===== src/swcs_pkg.sv =====
// shared types and constants of the smith-waterman cell scorer
`timescale 1ns / 1ps

package swcs_pkg;

    localparam int SCORE_W = 15;
    localparam int INDEX_W = 14;
    localparam logic [SCORE_W-1:0] SCORE_MAX = 15'h7FFF;

    // traceback direction codes
    localparam logic [1:0] DIR_CENTER     = 2'd0;
    localparam logic [1:0] DIR_NORTH      = 2'd1;
    localparam logic [1:0] DIR_NORTH_WEST = 2'd2;
    localparam logic [1:0] DIR_WEST       = 2'd3;

    // item kinds
    localparam logic FUNC_LOAD = 1'b0;
    localparam logic FUNC_CELL = 1'b1;

    // configuration register indexes
    localparam logic [1:0] CFG_MATCH    = 2'd0;
    localparam logic [1:0] CFG_MISMATCH = 2'd1;
    localparam logic [1:0] CFG_GAP      = 2'd2;

    // reset values of the configuration registers
    localparam logic [6:0] MATCH_RESET    = 7'd2;
    localparam logic [7:0] MISMATCH_RESET = 8'hFF;
    localparam logic [7:0] GAP_RESET      = 8'hFF;

    typedef struct packed {
        logic load;
        logic cell_start;
        logic calc;
    } cmd_t;

endpackage


===== src/swcs_ctrl.sv =====
// controller state machine of the smith-waterman cell scorer
`timescale 1ns / 1ps

module swcs_ctrl
(
    input  logic          clk,
    input  logic          rst_n,
    input  logic          start,
    input  logic          func,
    output logic          busy,
    output logic          result_strobe,
    output swcs_pkg::cmd_t cmd
);

    typedef enum logic [1:0] {
        ST_IDLE = 2'b01,
        ST_CALC = 2'b10
    } state_t;

    state_t state_reg;
    state_t state_next;
    logic   strobe_reg;
    logic   accept;

    assign accept = start && (state_reg == ST_IDLE);

    always_comb
    begin
        cmd.load       = accept && (func == swcs_pkg::FUNC_LOAD);
        cmd.cell_start = accept && (func == swcs_pkg::FUNC_CELL);
        cmd.calc       = (state_reg == ST_CALC);
    end

    always_comb
    begin
        state_next = state_reg;
        case (state_reg)
            ST_IDLE:
            begin
                if (cmd.cell_start)
                begin
                    state_next = ST_CALC;
                end
            end
            ST_CALC:
            begin
                state_next = ST_IDLE;
            end
            default:
            begin
                state_next = ST_IDLE;
            end
        endcase
    end

    always_ff @(posedge clk or negedge rst_n)
    begin
        if (!rst_n)
        begin
            state_reg  <= ST_IDLE;
            strobe_reg <= 1'b0;
        end
        else
        begin
            state_reg  <= state_next;
            strobe_reg <= cmd.calc;
        end
    end

    assign busy          = (state_reg != ST_IDLE);
    assign result_strobe = strobe_reg;

    // a cell beat always turns into exactly one result, through the score step and the strobe register
    a_cell_busy: assert property (@(posedge clk) disable iff (!rst_n)
        cmd.cell_start |=> busy)
        else $error("cell beat did not start the score step");
    a_calc_one_cycle: assert property (@(posedge clk) disable iff (!rst_n)
        busy |=> !busy && result_strobe)
        else $error("score step did not finish with a result");
    a_no_load_result: assert property (@(posedge clk) disable iff (!rst_n)
        cmd.load |=> !busy ##1 !result_strobe)
        else $error("load beat produced a result");
    a_strobe_source: assert property (@(posedge clk) disable iff (!rst_n)
        result_strobe |-> $past(busy))
        else $error("result without a score step");

endmodule


===== src/swcs_datapath.sv =====
// datapath of the smith-waterman cell scorer: stores, score update and best tracking
`timescale 1ns / 1ps

module swcs_datapath #(
    parameter int SIDE_LENGTH = 128
)
(
    input  logic                          clk,
    input  logic                          rst_n,
    input  swcs_pkg::cmd_t                cmd,
    input  logic                          cfg_we,
    input  logic [1:0]                    cfg_index,
    input  logic [7:0]                    cfg_data,
    input  logic [6:0]                    ref_position,
    input  logic [7:0]                    ref_char,
    input  logic [7:0]                    row_char,
    input  logic                          start_req,
    output logic [swcs_pkg::INDEX_W-1:0]  cell_index,
    output logic [swcs_pkg::SCORE_W-1:0]  cell_score,
    output logic [1:0]                    direction,
    output logic [swcs_pkg::SCORE_W-1:0]  best_score,
    output logic [swcs_pkg::INDEX_W-1:0]  best_index,
    output logic                          matrix_done
);

    localparam int COL_W = (SIDE_LENGTH > 2) ? $clog2(SIDE_LENGTH) : 1;
    localparam int TOTAL = SIDE_LENGTH * SIDE_LENGTH;
    localparam int CNT_W = $clog2(TOTAL);
    localparam int EXT_W = (CNT_W > swcs_pkg::INDEX_W) ? CNT_W : swcs_pkg::INDEX_W;
    localparam int PAW   = (COL_W > 7) ? COL_W : 7;
    localparam int SW    = swcs_pkg::SCORE_W;

    // configuration
    logic        [6:0] match_reg;
    logic signed [7:0] mismatch_reg;
    logic signed [7:0] gap_reg;

    always_ff @(posedge clk or negedge rst_n)
    begin
        if (!rst_n)
        begin
            match_reg    <= swcs_pkg::MATCH_RESET;
            mismatch_reg <= swcs_pkg::MISMATCH_RESET;
            gap_reg      <= swcs_pkg::GAP_RESET;
        end
        else if (cfg_we)
        begin
            case (cfg_index)
                swcs_pkg::CFG_MATCH:    match_reg    <= cfg_data[6:0];
                swcs_pkg::CFG_MISMATCH: mismatch_reg <= cfg_data;
                swcs_pkg::CFG_GAP:      gap_reg      <= cfg_data;
                default:                ;
            endcase
        end
    end

    // position in the matrix
    logic [COL_W-1:0] col_reg,  col_next;
    logic [CNT_W-1:0] idx_reg,  idx_next;
    logic             row0_reg, row0_next;
    logic             last_col;
    logic             last_cell;
    logic [COL_W-1:0] rd_col;

    assign last_col  = (col_reg == COL_W'(SIDE_LENGTH - 1));
    assign last_cell = (idx_reg == CNT_W'(TOTAL - 1));
    assign rd_col    = start_req ? '0 : col_reg;

    always_comb
    begin
        col_next  = col_reg;
        idx_next  = idx_reg;
        row0_next = row0_reg;
        if (cmd.cell_start && start_req)
        begin
            col_next  = '0;
            idx_next  = '0;
            row0_next = 1'b1;
        end
        else if (cmd.calc)
        begin
            col_next  = last_col ? '0 : col_reg + COL_W'(1);
            idx_next  = last_cell ? '0 : idx_reg + CNT_W'(1);
            row0_next = last_cell ? 1'b1 : (last_col ? 1'b0 : row0_reg);
        end
    end

    // stores, read at the cell beat; the reference store is written at a load and the row store at the score step
    logic [7:0]    ref_mem [SIDE_LENGTH];
    logic [SW-1:0] row_mem [SIDE_LENGTH];
    logic [7:0]    refc_q;
    logic [SW-1:0] north_q;
    logic [PAW-1:0] pos_ext;
    logic           pos_ok;

    assign pos_ext = PAW'(ref_position);
    assign pos_ok  = (32'(ref_position) < SIDE_LENGTH);

    always_ff @(posedge clk)
    begin
        if (cmd.load && pos_ok)
        begin
            ref_mem[pos_ext[COL_W-1:0]] <= ref_char;
        end
        if (cmd.cell_start)
        begin
            refc_q <= ref_mem[rd_col];
        end
    end

    logic [SW-1:0] score;

    always_ff @(posedge clk)
    begin
        if (cmd.calc)
        begin
            row_mem[col_reg] <= score;
        end
        if (cmd.cell_start)
        begin
            north_q <= row_mem[rd_col];
        end
    end

    logic [7:0] qchar_reg;

    always_ff @(posedge clk)
    begin
        if (cmd.cell_start)
        begin
            qchar_reg <= row_char;
        end
    end

    // score of the cell
    logic [SW-1:0]      west_reg;
    logic [SW-1:0]      nw_reg;
    logic [SW-1:0]      best_reg;
    logic [EXT_W-1:0]   best_idx_reg;
    logic signed [16:0] diag;
    logic signed [16:0] gap_ext;
    logic signed [16:0] cand_nw, cand_n, cand_w, val;
    logic        [1:0]  dir;

    always_comb
    begin
        gap_ext = $signed({{9{gap_reg[7]}}, gap_reg});
        if (refc_q == qchar_reg)
        begin
            diag = $signed({10'd0, match_reg});
        end
        else
        begin
            diag = $signed({{9{mismatch_reg[7]}}, mismatch_reg});
        end
        cand_nw = $signed({2'b00, nw_reg}) + diag;
        cand_n  = $signed({2'b00, north_q}) + gap_ext;
        cand_w  = $signed({2'b00, west_reg}) + gap_ext;
        val = '0;
        dir = swcs_pkg::DIR_CENTER;
        if (!row0_reg && (col_reg != '0))
        begin
            // strict compares keep ties on the earlier candidate
            if (cand_nw > val)
            begin
                val = cand_nw;
                dir = swcs_pkg::DIR_NORTH_WEST;
            end
            if (cand_n > val)
            begin
                val = cand_n;
                dir = swcs_pkg::DIR_NORTH;
            end
            if (cand_w > val)
            begin
                val = cand_w;
                dir = swcs_pkg::DIR_WEST;
            end
        end
        if (val > $signed({2'b00, swcs_pkg::SCORE_MAX}))
        begin
            score = swcs_pkg::SCORE_MAX;
        end
        else
        begin
            score = val[SW-1:0];
        end
    end

    // best score, cleared on the first cell of a matrix
    logic [SW-1:0]    best_base;
    logic [EXT_W-1:0] bidx_base;
    logic [SW-1:0]    best_next;
    logic [EXT_W-1:0] bidx_next;
    logic [EXT_W-1:0] idx_ext;

    assign idx_ext = EXT_W'(idx_reg);

    always_comb
    begin
        best_base = (idx_reg == '0) ? '0 : best_reg;
        bidx_base = (idx_reg == '0) ? '0 : best_idx_reg;
        if (score > best_base)
        begin
            best_next = score;
            bidx_next = idx_ext;
        end
        else
        begin
            best_next = best_base;
            bidx_next = bidx_base;
        end
    end

    always_ff @(posedge clk or negedge rst_n)
    begin
        if (!rst_n)
        begin
            col_reg      <= '0;
            idx_reg      <= '0;
            row0_reg     <= 1'b1;
            west_reg     <= '0;
            nw_reg       <= '0;
            best_reg     <= '0;
            best_idx_reg <= '0;
        end
        else
        begin
            col_reg  <= col_next;
            idx_reg  <= idx_next;
            row0_reg <= row0_next;
            if (cmd.calc)
            begin
                west_reg     <= score;
                nw_reg       <= north_q;
                best_reg     <= best_next;
                best_idx_reg <= bidx_next;
            end
        end
    end

    // result registers
    always_ff @(posedge clk)
    begin
        if (cmd.calc)
        begin
            cell_index  <= idx_ext[swcs_pkg::INDEX_W-1:0];
            cell_score  <= score;
            direction   <= dir;
            best_score  <= best_next;
            best_index  <= bidx_next[swcs_pkg::INDEX_W-1:0];
            matrix_done <= last_cell;
        end
    end

    a_first_cell_clear: assert property (@(posedge clk) disable iff (!rst_n)
        cmd.calc && (idx_reg == '0) |=> (best_score == cell_score))
        else $error("best score not restarted on the first cell");
    a_done_wraps: assert property (@(posedge clk) disable iff (!rst_n)
        cmd.calc && last_cell |=> (idx_reg == '0) && row0_reg && (col_reg == '0))
        else $error("position did not wrap after the last cell");
    a_edge_zero: assert property (@(posedge clk) disable iff (!rst_n)
        cmd.calc && row0_reg |=> (cell_score == '0) && (direction == swcs_pkg::DIR_CENTER))
        else $error("row zero cell scored nonzero");

endmodule


===== src/smith_waterman_cell_scorer.sv =====
// top level of the smith-waterman cell scorer with linear gap
`timescale 1ns / 1ps

// usage:
// - a beat is taken at a rising edge with start high and busy low; func picks
//   a load (ref_char stored at column ref_position) or a cell of the matrix
// - cells come in raster order, row_char is the query character of the row,
//   start_req on a cell restarts the matrix at index 0
// - a load gives no result and busy stays low; start may stay high
// - a cell has two steps: the beat edge reads the reference character and
//   the north score from the column stores, then the calc state does the
//   add-compare step and writes the row store; busy is high in that state
// - the result shows for one cycle on result_strobe, in the cycle in which
//   busy falls, and a new beat may be taken in that same cycle
// - there is no way to hold results off; capture on result_strobe
// - config writes (cfg_valid, cfg_ready always high) are taken at any time
//   and are meant for idle periods; index 3 is ignored
// - reset clears position, west, northwest and best score and loads the
//   default scores; the stores are not cleared and must be loaded first
module smith_waterman_cell_scorer #(
    parameter int SIDE_LENGTH = 128
)
(
    input  logic                          clk,
    input  logic                          rst_n,
    input  logic                          start,
    output logic                          busy,
    input  logic                          func,
    input  logic [6:0]                    ref_position,
    input  logic [7:0]                    ref_char,
    input  logic [7:0]                    row_char,
    input  logic                          start_req,
    output logic                          result_strobe,
    output logic [swcs_pkg::INDEX_W-1:0]  cell_index,
    output logic [swcs_pkg::SCORE_W-1:0]  cell_score,
    output logic [1:0]                    direction,
    output logic [swcs_pkg::SCORE_W-1:0]  best_score,
    output logic [swcs_pkg::INDEX_W-1:0]  best_index,
    output logic                          matrix_done,
    input  logic                          cfg_valid,
    output logic                          cfg_ready,
    input  logic [1:0]                    cfg_index,
    input  logic [7:0]                    cfg_data
);

    swcs_pkg::cmd_t cmd;

    assign cfg_ready = 1'b1;

    swcs_ctrl u_ctrl
    (
        .clk           (clk),
        .rst_n         (rst_n),
        .start         (start),
        .func          (func),
        .busy          (busy),
        .result_strobe (result_strobe),
        .cmd           (cmd)
    );

    swcs_datapath #(
        .SIDE_LENGTH (SIDE_LENGTH)
    ) u_datapath
    (
        .clk          (clk),
        .rst_n        (rst_n),
        .cmd          (cmd),
        .cfg_we       (cfg_valid && cfg_ready),
        .cfg_index    (cfg_index),
        .cfg_data     (cfg_data),
        .ref_position (ref_position),
        .ref_char     (ref_char),
        .row_char     (row_char),
        .start_req    (start_req),
        .cell_index   (cell_index),
        .cell_score   (cell_score),
        .direction    (direction),
        .best_score   (best_score),
        .best_index   (best_index),
        .matrix_done  (matrix_done)
    );

endmodule


===== config.mk =====
export PLATFORM = sky130hd
export DESIGN_NAME = smith_waterman_cell_scorer
export DESIGN_NICKNAME = d
export VERILOG_FILES = /design/src/swcs_pkg.sv /design/src/swcs_ctrl.sv /design/src/swcs_datapath.sv /design/src/smith_waterman_cell_scorer.sv
export SDC_FILE = /design/constraint.sdc
export NUM_CORES = 2
export LEC_CHECK = 0
export BUFFER_PORTS_ARGS = -buffer_cell sky130_fd_sc_hd__buf_2
export CAP_MARGIN = 25
export CORE_ASPECT_RATIO = 0.75
export CORE_MARGIN = 3
export CORE_UTILIZATION = 35
export DETAILED_ROUTE_END_ITERATION = 16
export PLACE_DENSITY = 0.49
export SYNTH_ARGS = -nofsm -noshare
export SYNTH_HDL_FRONTEND = slang
export SYNTH_SLANG_ARGS = --single-unit
export TNS_END_PERCENT = 30

===== constraint.sdc =====
create_clock -name clk -period 12.1 [get_ports clk]
set_input_delay 0.605 -clock clk [delete_from_list [all_inputs] [get_ports clk]]
set_output_delay 0.605 -clock clk [all_outputs]
set_load 0.005 [all_outputs]

==> qor.json <==
{
  "status": "finished clean",
  "drive_gt1_frac": 0.176,
  "crit_path_slowest_cell": "o41ai_1",
  "finalSetupViolations": 0,
  "tritoncts_num_sinks": 3143,
  "die_height_um": 524,
  "netlist.top_cell.by_area": "edfxtp_1",
  "worst_ir_drop_vdd_mv": 0.251,
  "detail_route.drc_violations": 0,
  "final_hold_viol_count": 0,
  "ys_seq_elements": 3143,
  "synthesis.instances": 7245,
  "ys_seq_area_frac": 0.751,
  "largest_reg_flops": 1920,
  "power_frac_seq": 0.463,
  "max-slew-margin-rel": 0.188,
  "synth_top_cell_area_share": 0.729,
  "clk_transition_reported_paths_ns": 0.06,
  "cts_max_path_buffers": 4,
  "power.internal_mw": 20.9,
  "netlist_area_um2": 125000,
  "cts.htree.levels": 5,
  "ys_top_cells_by_area": "edfxtp_1 73%, mux4_2 6.6%, mux2i_1 3.0%",
  "floorplan.io_pins": 103,
  "synth.cells.most_frequent": "3036 x edfxtp_1, 547 x nand2_1, 445 x a211oi_1",
  "critical_path_arrival_ns": 12.24,
  "slew_viol_final": 0,
  "synth_edf_count": 3036,
  "gr-usage-all-layers": 0.201,
  "cp_max_fo": 28,
  "fin_setup_tns_ns": 0,
  "routed_wire_length_per_instance_um": 30.2,
  "distinct_cell_type_count_of_the_synthesized_netlist": 87,
  "grt_max_degree": 126,
  "detailedPlace.worstSlack_ns": 0.228,
  "yosys_warnings": 0,
  "critical-path-top-cell-by-count": "buf_4",
  "cts_tree": "built",
  "vias": 70900,
  "maxClockFrequency_mhz": 87.4,
  "grt_pass1_wl_um": 530000,
  "min_path_type": "in -> reg",
  "rsz0062_at_grt": "no",
  "postSynthAreaPerCell_um2": 17.3,
  "switching_share": 0.291,
  "drt_iter0_drc": 8291,
  "buffer_ports.inserted": 101,
  "fp-row-count": 189,
  "registers.top_by_ff_count": "u_datapath.row_mem",
  "grt_pass1_vias": 68700,
  "required_ns": 12.90,
  "grt_overflow_total": 0,
  "p_clk_frac": 0.343,
  "worst_clock_skew_ns": 0.0902,
  "final_net_count": 7662,
  "p_total_mw": 29.4,
  "clock_insertion_delay_worst_skew_ns": 0.93,
  "first_pass_iters": 5,
  "period_minus_slack_ns": 11.44,
  "initial_antenna_violation_count": 23,
  "die-width_um": 696,
  "numCtsBuffers": 326,
  "static_leakage_nw": 45.6,
  "final_ws_setup_ns": 0.660,
  "async_reset_ff_frac": 0.0340,
  "postRouteWirelength_um": 376000,
  "comb_power_share": 0.194,
  "fp.dieArea_um2": 365000,
  "criticalPathCategory": "reg -> reg",
  "timing.max_cap.violations": 0,
  "worst_slew_pin_slew_ns": 1.21,
  "synth.most_common_cell": "edfxtp_1",
  "start_util": 0.353,
  "dpl.hpwl_um": 221000,
  "final_antenna_net_count": 0,
  "timing.critical_path.to_type": "register",
  "gpl.final_weighted_congestion": 0.826,
  "floorplan.core_area_um2": 354000,
  "dominantRegCellSynth": "edfxtp_1",
  "min_period_over_period": 0.945,
  "via_per_inst": 5.68,
  "cellPowerDensity_nw_per_um2": 205,
  "longest_individual_stage_delay_on_the_worst_path_ns": 0.71,
  "critical_path.startpoint_type": "register",
  "net-switching-power_mw": 8.58,
  "syn_to_final_growth_pct": 14.6,
  "cts_root_buf": "clkbuf_16"
}
-- final timing paths --
kind,cells after the start,end,from,slack (ns)
setup / recovery,43,u_datapath.best_idx_reg[7],u_datapath.qchar_reg[6],0.66
hold / removal,1,u_datapath.ref_mem[65][4],ref_char[4],0.13
setup reg to reg,43,u_datapath.best_idx_reg[7],u_datapath.qchar_reg[6],0.66
hold reg to reg,2,u_datapath.nw_reg[10],u_datapath.north_q[10],0.47
max in group asynchronous,3,u_datapath.col_reg[2],rst_n,10.71
min in group asynchronous,2,u_datapath.west_reg[1],rst_n,0.21
-- layer usage --
layer / vias up / wire length, µm / global-route usage
met2: 2821 / 159000 / 0.285
met1: 37500 / 180000 / 0.319
li1: 30000 / - / -
met5: - / 31 / 0
met4: 4 / 8180 / 0.0449
met3: 497 / 29300 / 0.0380
-- repair_timing --
action	CTS	global route
endpoints found under the hold margin	64	0
setup endpoints to repair	0	57
buffers inserted	0	2
hold buffers	18	0
resized for setup	0	6
-- logic make-up after synthesis --
| logic type | share of synthesized area |
|---|---|
| DFF | 0.751 |
| AOI/OAI and AO/OA | 0.0751 |
| and+or+nand+nor | 0.0448 |
| muxes | 0.0996 |
| buffers and inverters | 0.0165 |
| adders and majority gates | 0.00969 |
| xor gates and xnor gates | 0.00361 |
| other | 0.0000300 |
-- power by group through the flow --
stage               logic (mW)  clock network (mW)  registers, mW
floorplan                 3.41                   0           13.9
global placement          5.57                   0           13.9
detailed placement        5.68                   0           13.9
CTS                       5.70                10.3           13.6
global route              6.20                10.7           13.7
finish                    5.71                10.1           13.6
-- worst max-delay path, delay by kind of cell (launching register included) --
family | cells | cell delay [ns]
AO/OA/AOI/OAI | 13 | 3.60
buffers and inverters | 7 | 1.62
XOR/XNOR | 1 | 0.18
multiplexers | 3 | 1.12
flip-flops | 1 | 0.38
adder cells (fa/ha/maj) | 5 | 1.59
AND/OR/NAND/NOR | 14 | 2.79
-- placed cells by master (no fill, tap or decap), types with 47 or more instances in the layout --
cell type / netlist / final
clkbuf_1: 404 / 68
o21ai_0: 47 / 47
nand3_1: 69 / 69
mux4_2: 368 / 368
a211oi_1: 445 / 438
o22ai_1: 368 / 368
buf_4: 4 / 274
clkbuf_16: 0 / 332
dfrtp_1: 88 / 86
edfxtp_1: 3036 / 3036
ha_1: 92 / 92
a21oi_1: 139 / 138
clkinv_1: 2 / 67
clkinv_2: 0 / 52
a21o_1: 48 / 47
nand2_1: 547 / 542
a31oi_1: 116 / 115
buf_2: 31 / 105
mux2i_1: 373 / 373
a311oi_1: 93 / 93
nor2_1: 346 / 333
nor3_1: 199 / 199
-- per-stage QoR --
step	hold slack (ns)	instance area (µm²)	cells	util
global placement	0.469	132000	11800	0.372
CTS	0.0455	143000	12500	0.404
global route	0.0914	143000	12500	0.404
floorplan	0.309	125000	7246	-
detailed placement	0.473	132000	11800	0.373
finish	0.131	143000	12500	0.404
-- layout make-up --
type                       count  area, µm²
tap                         4679       5850
antenna                        2       5.00
clock buffer                 409       8690
clock inverter               181       1940
inverter                      57        269
fill                       31700     211000
multi-input combinational   3572      29400
timing repair buffer         428       3300
sequential                  3143      93900
Note: power is estimated with default switching activity, not from simulation.
